<file path="src/sv/stbs_pkg.sv">
// Shared types and constants for the sorted table bracket search block.
// Used by the channel interfaces, the controller, the datapath and the top level.
package stbs_pkg;

   localparam int TABLE_DEPTH_DEFAULT = 512;
   localparam int SIZE_W  = 10;
   localparam int INDEX_W = 9;
   localparam int KEY_W   = 32;
   localparam int POS_W   = 11;

   localparam logic [SIZE_W-1:0] SIZE_RESET = 10'd512;
   localparam logic [SIZE_W-1:0] SIZE_MIN   = 10'd2;

   localparam logic FUNC_WRITE = 1'b0;
   localparam logic FUNC_QUERY = 1'b1;

   typedef logic [SIZE_W-1:0]         size_type;
   typedef logic [INDEX_W-1:0]        index_type;
   typedef logic signed [KEY_W-1:0]   key_type;
   typedef logic signed [POS_W-1:0]   pos_type;
   typedef logic signed [SIZE_W-1:0]  bracket_type;

   typedef enum logic [2:0] {
      ST_IDLE,
      ST_LOAD_FIRST,
      ST_LOAD_LAST,
      ST_SEARCH
   } state_type;

   typedef enum logic [2:0] {
      RD_FIRST,
      RD_LAST,
      RD_START,
      RD_NEXT,
      RD_HOLD
   } rd_sel_type;

   typedef struct packed {
      logic       mem_write;
      logic       capture_query;
      logic       capture_first;
      logic       start_search;
      logic       step;
      logic       load_rsp;
      rd_sel_type rd_sel;
   } dp_cmd_type;

   typedef struct packed {
      logic search_done;
      logic rsp_busy;
   } dp_status_type;

endpackage

</file>
<file path="src/sv/stbs_ctrl.sv">
// Controller state machine for the bracket search: sequences table writes, the two
// end-key reads and the bisection probes. Depends on stbs_pkg.
module stbs_ctrl (
   input  logic                    clock,
   input  logic                    reset,
   input  logic                    req_valid,
   input  logic                    req_func,
   output logic                    req_ready,
   input  stbs_pkg::dp_status_type status,
   output stbs_pkg::dp_cmd_type    cmd
);

   stbs_pkg::state_type state_ff;
   stbs_pkg::state_type state_in;

   always_ff @(posedge clock) begin
      if (reset) begin
         state_ff <= stbs_pkg::ST_IDLE;
      end else begin
         state_ff <= state_in;
      end
   end

   always_comb begin
      state_in = state_ff;
      unique case (state_ff)
         stbs_pkg::ST_IDLE: begin
            if (req_valid && (req_func == stbs_pkg::FUNC_QUERY)) begin
               state_in = stbs_pkg::ST_LOAD_FIRST;
            end
         end
         stbs_pkg::ST_LOAD_FIRST: begin
            state_in = stbs_pkg::ST_LOAD_LAST;
         end
         stbs_pkg::ST_LOAD_LAST: begin
            state_in = stbs_pkg::ST_SEARCH;
         end
         stbs_pkg::ST_SEARCH: begin
            if (status.search_done && !status.rsp_busy) begin
               state_in = stbs_pkg::ST_IDLE;
            end
         end
         default: begin
            state_in = stbs_pkg::ST_IDLE;
         end
      endcase
   end

   always_comb begin
      req_ready         = 1'b0;
      cmd.mem_write     = 1'b0;
      cmd.capture_query = 1'b0;
      cmd.capture_first = 1'b0;
      cmd.start_search  = 1'b0;
      cmd.step          = 1'b0;
      cmd.load_rsp      = 1'b0;
      cmd.rd_sel        = stbs_pkg::RD_HOLD;
      unique case (state_ff)
         stbs_pkg::ST_IDLE: begin
            req_ready  = 1'b1;
            cmd.rd_sel = stbs_pkg::RD_FIRST;
            if (req_valid && (req_func == stbs_pkg::FUNC_WRITE)) begin
               cmd.mem_write = 1'b1;
            end
            if (req_valid && (req_func == stbs_pkg::FUNC_QUERY)) begin
               cmd.capture_query = 1'b1;
            end
         end
         stbs_pkg::ST_LOAD_FIRST: begin
            cmd.capture_first = 1'b1;
            cmd.rd_sel        = stbs_pkg::RD_LAST;
         end
         stbs_pkg::ST_LOAD_LAST: begin
            cmd.start_search = 1'b1;
            cmd.rd_sel       = stbs_pkg::RD_START;
         end
         stbs_pkg::ST_SEARCH: begin
            if (!status.search_done) begin
               cmd.step   = 1'b1;
               cmd.rd_sel = stbs_pkg::RD_NEXT;
            end else if (!status.rsp_busy) begin
               cmd.load_rsp = 1'b1;
            end
         end
         default: begin
            req_ready = 1'b0;
         end
      endcase
   end

   assert property (@(posedge clock) disable iff (reset)
      (req_valid && req_ready && (req_func == stbs_pkg::FUNC_QUERY))
         |=> (state_ff == stbs_pkg::ST_LOAD_FIRST))
      else $error("query accepted but search did not start");

   assert property (@(posedge clock) disable iff (reset)
      (state_ff != stbs_pkg::ST_IDLE) |-> (!cmd.mem_write && !req_ready))
      else $error("table write or request taken during a search");

   assert property (@(posedge clock) disable iff (reset)
      (state_ff == stbs_pkg::ST_LOAD_FIRST) |=> (state_ff == stbs_pkg::ST_LOAD_LAST))
      else $error("end key reads out of sequence");

endmodule

</file>
<file path="config.mk">
export PLATFORM = sky130hd
export DESIGN_NAME = stbs_ctrl
export DESIGN_NICKNAME = d
export VERILOG_FILES = /design/src/sv/stbs_pkg.sv /design/src/sv/stbs_ctrl.sv
export SDC_FILE = /design/constraint.sdc
export NUM_CORES = 1
export LEC_CHECK = 0
export BUFFER_PORTS_ARGS = -buffer_cell sky130_fd_sc_hd__clkbuf_2
export CORE_AREA = 8 8 45 47
export DETAILED_ROUTE_END_ITERATION = 10
export DIE_AREA = 0 0 53 55
export REMOVE_ABC_BUFFERS = 1
export SLEW_MARGIN = 30
export SYNTH_ARGS = -nofsm -noshare
export SYNTH_HDL_FRONTEND = slang
export SYNTH_SLANG_ARGS = --single-unit
</file>
<file path="constraint.sdc">
create_clock -name clock -period 2.55 [get_ports clock]
set_clock_uncertainty 0.05 [all_clocks]
set_input_delay 0.1275 -clock clock [delete_from_list [all_inputs] [get_ports clock]]
set_output_delay 0.1275 -clock clock [all_outputs]
set_load 0.05 [all_outputs]
</file>
==> Word level (Yosys, flattened, before mapping) <==
Cells that the tools add are included.
{ "totals": {"out_inout_bits": 10, "reg_bits": 3, "inputBits": 6} }
{ "op_classes": {"reduce_logical": 6, "n_eq_ne": 5, "mux": 15, "bitwise_logic": 1} }
{ "ops": {"columns": ["operator", "count"], "rows": [
  ["$pmux W3 S4", 2],
  ["$mux W3", 3],
  ["$mux W1", 8],
  ["$eq A3 B2 Y1 const B", 2],
  ["$mux W2", 2],
  ["$ne A2 B2 Y1 const B", 2],
  ["$eq A3 B1 Y1 const B", 1],
  ["$logic_and A1 B1 Y1", 3],
  ["$logic_not A3 Y1", 1],
  ["$reduce_and A2 Y1", 1],
  ["$logic_not A1 Y1", 1],
  ["$not A1 Y1", 1]
]} }

==> Longest topological paths before layout <==
Gate-level depths: netlist of run 1.
{ "logic_depth": {"word_depth": 4, "ltp_mapped": 4} }

==> Least setup slack after synthesis of run 1 <==
OpenSTA, ideal clock, no wires.
{ "synth_path": {"kind": "reg2out", "start": "register state_ff[0]", "end": "output cmd[2] (netlist bit)", "arrival_time_ns": 2.611, "path_stages_with_launch": 4, "slack_ns": -0.239, "required_ns": 2.372, "cell_sequence": "dfxtp_1 inv_1 ha_1 o41ai_1"} }
{ "synth_rtl": {"columns": ["item", "line", "text"], "rows": [
  ["from (decl)", "stbs_ctrl.sv:13", "stbs_pkg::state_type state_ff;"],
  ["from (signal assigned)", "stbs_ctrl.sv:18", "state_ff <= stbs_pkg::ST_IDLE;"],
  ["from (signal assigned)", "stbs_ctrl.sv:20", "state_ff <= state_in;"],
  ["to (decl)", "stbs_ctrl.sv:10", "output stbs_pkg::dp_cmd_type cmd"]
]} }

==> impl_metrics.env, run 1 <==
export IMPL_hp_class="input port to register"
export IMPL_crit_type="register to primary output"
export IMPL_largestRegisters="state_ff x2"
export IMPL_grt_max_degree=5
export IMPL_drtPass1Iterations=2
export IMPL_antenna_found_initial=0
export IMPL_die_width_um=53
export IMPL_critPathCapture="cmd[2]"
export IMPL_cts_sinks=2
export IMPL_maxCapViolCount=0
export IMPL_ios=16
export IMPL_grt_pass1_wl_um=945
export IMPL_synth_distinct_cells=12
export IMPL_crit_start="state_ff[0]"
export IMPL_diodes=0
export IMPL_initial_core_util_pct=17.63
export IMPL_critPathLaunchType="register"
export IMPL_end_kind="primary output"
export IMPL_clk_pin_slew_ns=0.03
export IMPL_r2r_end="state_ff[0]"
export IMPL_clk_latency_ns=0.22
export IMPL_dieArea_um2=2915
export IMPL_synth_seq_cells=2
export IMPL_period_minus_slack_ns=1.811
export IMPL_finalNetCount=59
export IMPL_reg2reg_from="state_ff[0]"
export IMPL_synthCells=28
export IMPL_fp_dieH_um=55
export IMPL_fin_area_um2=361.6
export IMPL_wl_per_cell_um=9.581
export IMPL_worstPathRequired_ns=2.37
export IMPL_cts_resized_gates=0
export IMPL_fmax_mhz=552.3
export IMPL_ff2ff_path_depth=4
export IMPL_mostFrequentLayoutCells="clkbuf_2, nand2b_1, ha_1, inv_1, clkbuf_4"
export IMPL_fin_crit_sh_pct=71.01
export IMPL_finalHoldViolCount=0
export IMPL_grtUsageTotal_pct=4.585
export IMPL_postCtsHoldBufs=0
export IMPL_rows=14
export IMPL_drt_initial_drc_count=1
export IMPL_postRouteAntennaNets=0
export IMPL_numCtsBuffers=3
export IMPL_post_cts_buffers=0
export IMPL_utilization_pct=26.13
export IMPL_status="completed"
export IMPL_root_buffer="clkbuf_4"
export IMPL_placed_cell_area_um2=339.1
export IMPL_crit_arrival_ns=1.63
export IMPL_syn_area_um2=244.0
export IMPL_clock_path_buffers=2
export IMPL_setup_violations=0
export IMPL_largest_reg_flops=2
export IMPL_rsz0062_at_grt="false"
export IMPL_drive_gt1_share_pct=45.65
export IMPL_worst_pin_slew_ns=0.2707
export IMPL_dp_final_hpwl_um=535.1
export IMPL_grt_overflow=0
export IMPL_max_slew_margin_rel_pct=81.72
export IMPL_path_max_fanout=4
export IMPL_via_count=246
export IMPL_synth_area_per_cell_um2=8.714
export IMPL_yosys_warnings=0
export IMPL_syn_to_final_growth_pct=48.21
export IMPL_post_drt_via_cell_ratio=3.968
export IMPL_place_congestion=0.7484
export IMPL_timing_final_max_slew_violations=0
export IMPL_r2r_setup_slack_ns=1.33
export IMPL_grt_pass1_vias=251
export IMPL_core_area_um2=1384
export IMPL_cts_max_level=1
export IMPL_drc=0
export IMPL_wirelength_um=594
export IMPL_port_buffers=15
export IMPL_tns_ns=0
export IMPL_cts_tree="done"
export IMPL_synth_seq_area_share_pct=16.41
export IMPL_mostFrequentLayoutCell="clkbuf_2"
export IMPL_largest_register="state_ff"
worst max-delay path, stage by stage (launching register included):
cell,delay [ns]
dfxtp_1,0.37
inv_1,0.10
ha_1,0.25
o41ai_1,0.37
clkbuf_2,0.33
routing by layer:
layer	share of wire [%]	track usage, %	vias to the layer above
met2	45	7.227	10
li1	-	-	129
met1	38	4.091	107
met5	0	0	-
met4	0	5.172	0
met3	16	2.139	0
Yosys cell counts:
| cell type | number | share of area (%) |
|---|---|---|
| o41ai_1 | 1 | 3.6 |
| a22oi_4 | 1 | 8.7 |
| nand2_1 | 2 | 3.1 |
| ha_1 | 5 | 26 |
| mux2i_1 | 2 | 8.2 |
| nand2_2 | 1 | 2.6 |
| inv_1 | 3 | 4.6 |
| nand2b_1 | 7 | 18 |
| nor2_1 | 2 | 3.1 |
| o21bai_1 | 1 | 3.1 |
| dfxtp_1 | 2 | 16 |
| and3_2 | 1 | 3.1 |
how the worst min path moves through the flow:
stage	startpoint	to	slack (ns)	depth (start not counted)
final	reset	state_ff[1]	0.16	3
after detailed placement	reset	state_ff[1]	0.40	3
after global routing	reset	state_ff[0]	0.18	3
after floorplan	reset	state_ff[0]	0.26	2
after global placement	reset	state_ff[1]	0.40	3
after CTS	reset	state_ff[1]	0.16	3
cell type report:
cell class | instances | area [um2]
fillers | 166 | 1022
multi-input cells | 23 | 192.7
inverters | 3 | 11.26
clock buffers | 3 | 22.52
well taps | 16 | 20.02
repair buffers | 15 | 75.07
flip-flops and latches | 2 | 40.04
per-stage QoR:
stage | setup slack [ns] | instances | hold slack [ns]
2_1_floorplan | -0.2385 | 28 | 0.2578
3_3_place_gp | 1.016 | 59 | 0.3995
3_5_place_dp | 0.9524 | 59 | 0.4008
4_1_cts | 0.7113 | 62 | 0.1608
5_1_grt | 0.6126 | 62 | 0.1803
6_report | 0.7393 | 62 | 0.1629
kinds of logic (layout without fill, tap and decap cells):
logic type,after synthesis,after routing,share of synthesized area [%]
AND/OR/NAND/NOR,13,13,29.75
multiplexers,2,2,8.205
flip-flops,2,2,16.41
buffers and inverters,3,21,4.615
adder cells (fa/ha/maj),5,5,25.64
AO/OA/AOI/OAI,3,3,15.39
Power of run 1 is left out: the tool's default activity adds up to more than one toggle a clock period on the data nets, which glitch-free logic cannot reach.
==> run 2: changes to the inputs <==
==> constraint.sdc (replaced) <==
create_clock -name clock -period 1.6 [get_ports clock]
set_clock_uncertainty 0.05 [all_clocks]
set_input_delay 0.08 -clock clock [delete_from_list [all_inputs] [get_ports clock]]
set_output_delay 0.08 -clock clock [all_outputs]
set_load 0.05 [all_outputs]
==> impl_metrics.env, run 2 (synthesis gave the netlist of run 1 again) <==
export IMPL_critPathLaunchType="register"
export IMPL_rows=14
export IMPL_vdd_drop_max_mv=0.7812
export IMPL_fp_dieH_um=55
export IMPL_placed_cell_area_um2=346.6
export IMPL_post_drt_via_cell_ratio=3.921
export IMPL_place_congestion=0.7167
export IMPL_diodes=0
export IMPL_port_buffers=15
export IMPL_max_slew_margin_rel_pct=81.86
export IMPL_post_cts_buffers=0
export IMPL_finalHoldViolCount=0
export IMPL_largest_register="state_ff"
export IMPL_crit_arrival_ns=1.44
export IMPL_drc=0
export IMPL_clk_latency_ns=0.22
export IMPL_maxCapViolCount=0
export IMPL_leakage_nw=0.2263
export IMPL_syn_to_final_growth_pct=68.21
export IMPL_grt_pass1_vias=262
export IMPL_power_density_nw_per_um2=2359
export IMPL_wirelength_um=637
export IMPL_cts_tree="done"
export IMPL_utilization_pct=29.66
export IMPL_path_max_fanout=4
export IMPL_status="completed"
export IMPL_core_area_um2=1384
export IMPL_ios=16
export IMPL_largest_reg_flops=2
export IMPL_finalNonFillerCells=63
export IMPL_via_count=247
export IMPL_grt_max_degree=5
export IMPL_mostFrequentLayoutCells="clkbuf_2, nand2b_1, clkbuf_4, inv_1"
export IMPL_numCtsBuffers=3
export IMPL_fmax_mhz=636.7
export IMPL_fin_crit_sh_pct=98.16
export IMPL_grt_overflow=0
export IMPL_initial_core_util_pct=17.63
export IMPL_crit_type="register to primary output"
export IMPL_fin_area_um2=410.4
export IMPL_largestRegisters="state_ff x2"
export IMPL_dieArea_um2=2915
export IMPL_drtPass1Iterations=2
export IMPL_rsz0062_at_grt="true"
export IMPL_use_met3_pct=1.872
export IMPL_die_width_um=53
export IMPL_setup_violations=0
export IMPL_mostFrequentLayoutCell="clkbuf_2"
export IMPL_finalNetCount=60
export IMPL_worstPathRequired_ns=1.47
export IMPL_clock_path_buffers=2
export IMPL_drt_initial_drc_count=1
export IMPL_timing_final_max_slew_violations=0
export IMPL_holdWs_ns=0.1192
export IMPL_end_kind="primary output"
export IMPL_dp_cells=60
export IMPL_nFillCells=149
export IMPL_grtUsageTotal_pct=4.962
export IMPL_grt_use_met2_pct=8.594
export IMPL_clk_pin_slew_ns=0.03
export IMPL_postRouteAntennaNets=0
export IMPL_wl_per_cell_um=10.11
export IMPL_drive_gt1_share_pct=59.57
export IMPL_period_minus_slack_ns=1.571
export IMPL_cts_sinks=2
export IMPL_top_usage_layer="met2"
export IMPL_grt_pass1_wl_um=1021
export IMPL_root_buffer="clkbuf_4"
export IMPL_hp_class="input port to register"
export IMPL_grt_util_met1_pct=4.230
export IMPL_antenna_found_initial=0
export IMPL_worst_pin_slew_ns=0.2692
export IMPL_cts_max_level=1
run 2: changes by cell type in the layout (fill, tap and decap cells not counted), moves of 2 or more:
cell	change
ha_1	-3
clkbuf_2	-2
dfxtp_1	-2
ha_2	+2
run 2: timing repair:
item | CTS | global route
cloned | 0 | 0
gates resized for setup | 7 | 5
pin swaps | 1 | 2
setup endpoints to repair | 1 | 1
hold buffers | 0 | 0
run 2: worst max-delay path: stages (launching register included):
cell	delay [ns]
dfxtp_2	0.34
inv_1	0.10
ha_4	0.18
o41ai_2	0.35
clkbuf_8	0.24
run 2: stage by stage:
step	total power, mW	setup TNS (ns)	setup WS (ns)
floorplan	0.6378	-1.354	-1.141
global placement	0.7854	0	0.1103
detailed placement	0.7891	0	0.05640
CTS	0.9717	0	0.008890
global route	1.030	-0.03353	-0.03353
finish	0.9681	0	0.02940
run 2: final cells by class:
| class | count | area (um2) | area share, % |
|---|---|---|---|
| repair buffers | 16 | 93.84 | 22.87 |
| inverters | 3 | 11.26 | 2.744 |
| well taps | 16 | 20.02 | 4.878 |
| flip-flops and latches | 2 | 45.04 | 10.98 |
| clock buffers | 3 | 22.52 | 5.488 |
| multi-input cells | 23 | 217.7 | 53.05 |
run 2: routing by layer:
| layer | share of wire [%] | vias up | wire length [um] |
|---|---|---|---|
| met2 | 52 | 10 | 331 |
| met3 | 13 | 0 | 85 |
| met5 | 0 | - | 0 |
| li1 | - | 130 | - |
| met4 | 0 | 0 | 0 |
| met1 | 35 | 107 | 220 |
run 2: worst paths after layout:
path / to / start / slack (ns) / cells past startpoint
worst max register to register: state_ff[1] / state_ff[0] / 0.37 / 4
worst min register to register: state_ff[0] / state_ff[0] / 0.45 / 2
worst max-delay path: cmd[2] / state_ff[0] / 0.03 / 4
worst min-delay path: state_ff[1] / reset / 0.12 / 3
run 2: report_power, final:
part           switching, mW  internal [mW]  leakage (nW)
clock network         0.0263         0.0825        0.0138
logic                  0.502          0.250         0.195
registers             0.0273         0.0802        0.0175
total                  0.556          0.412         0.226
Note: power is estimated with default switching activity, not from simulation.
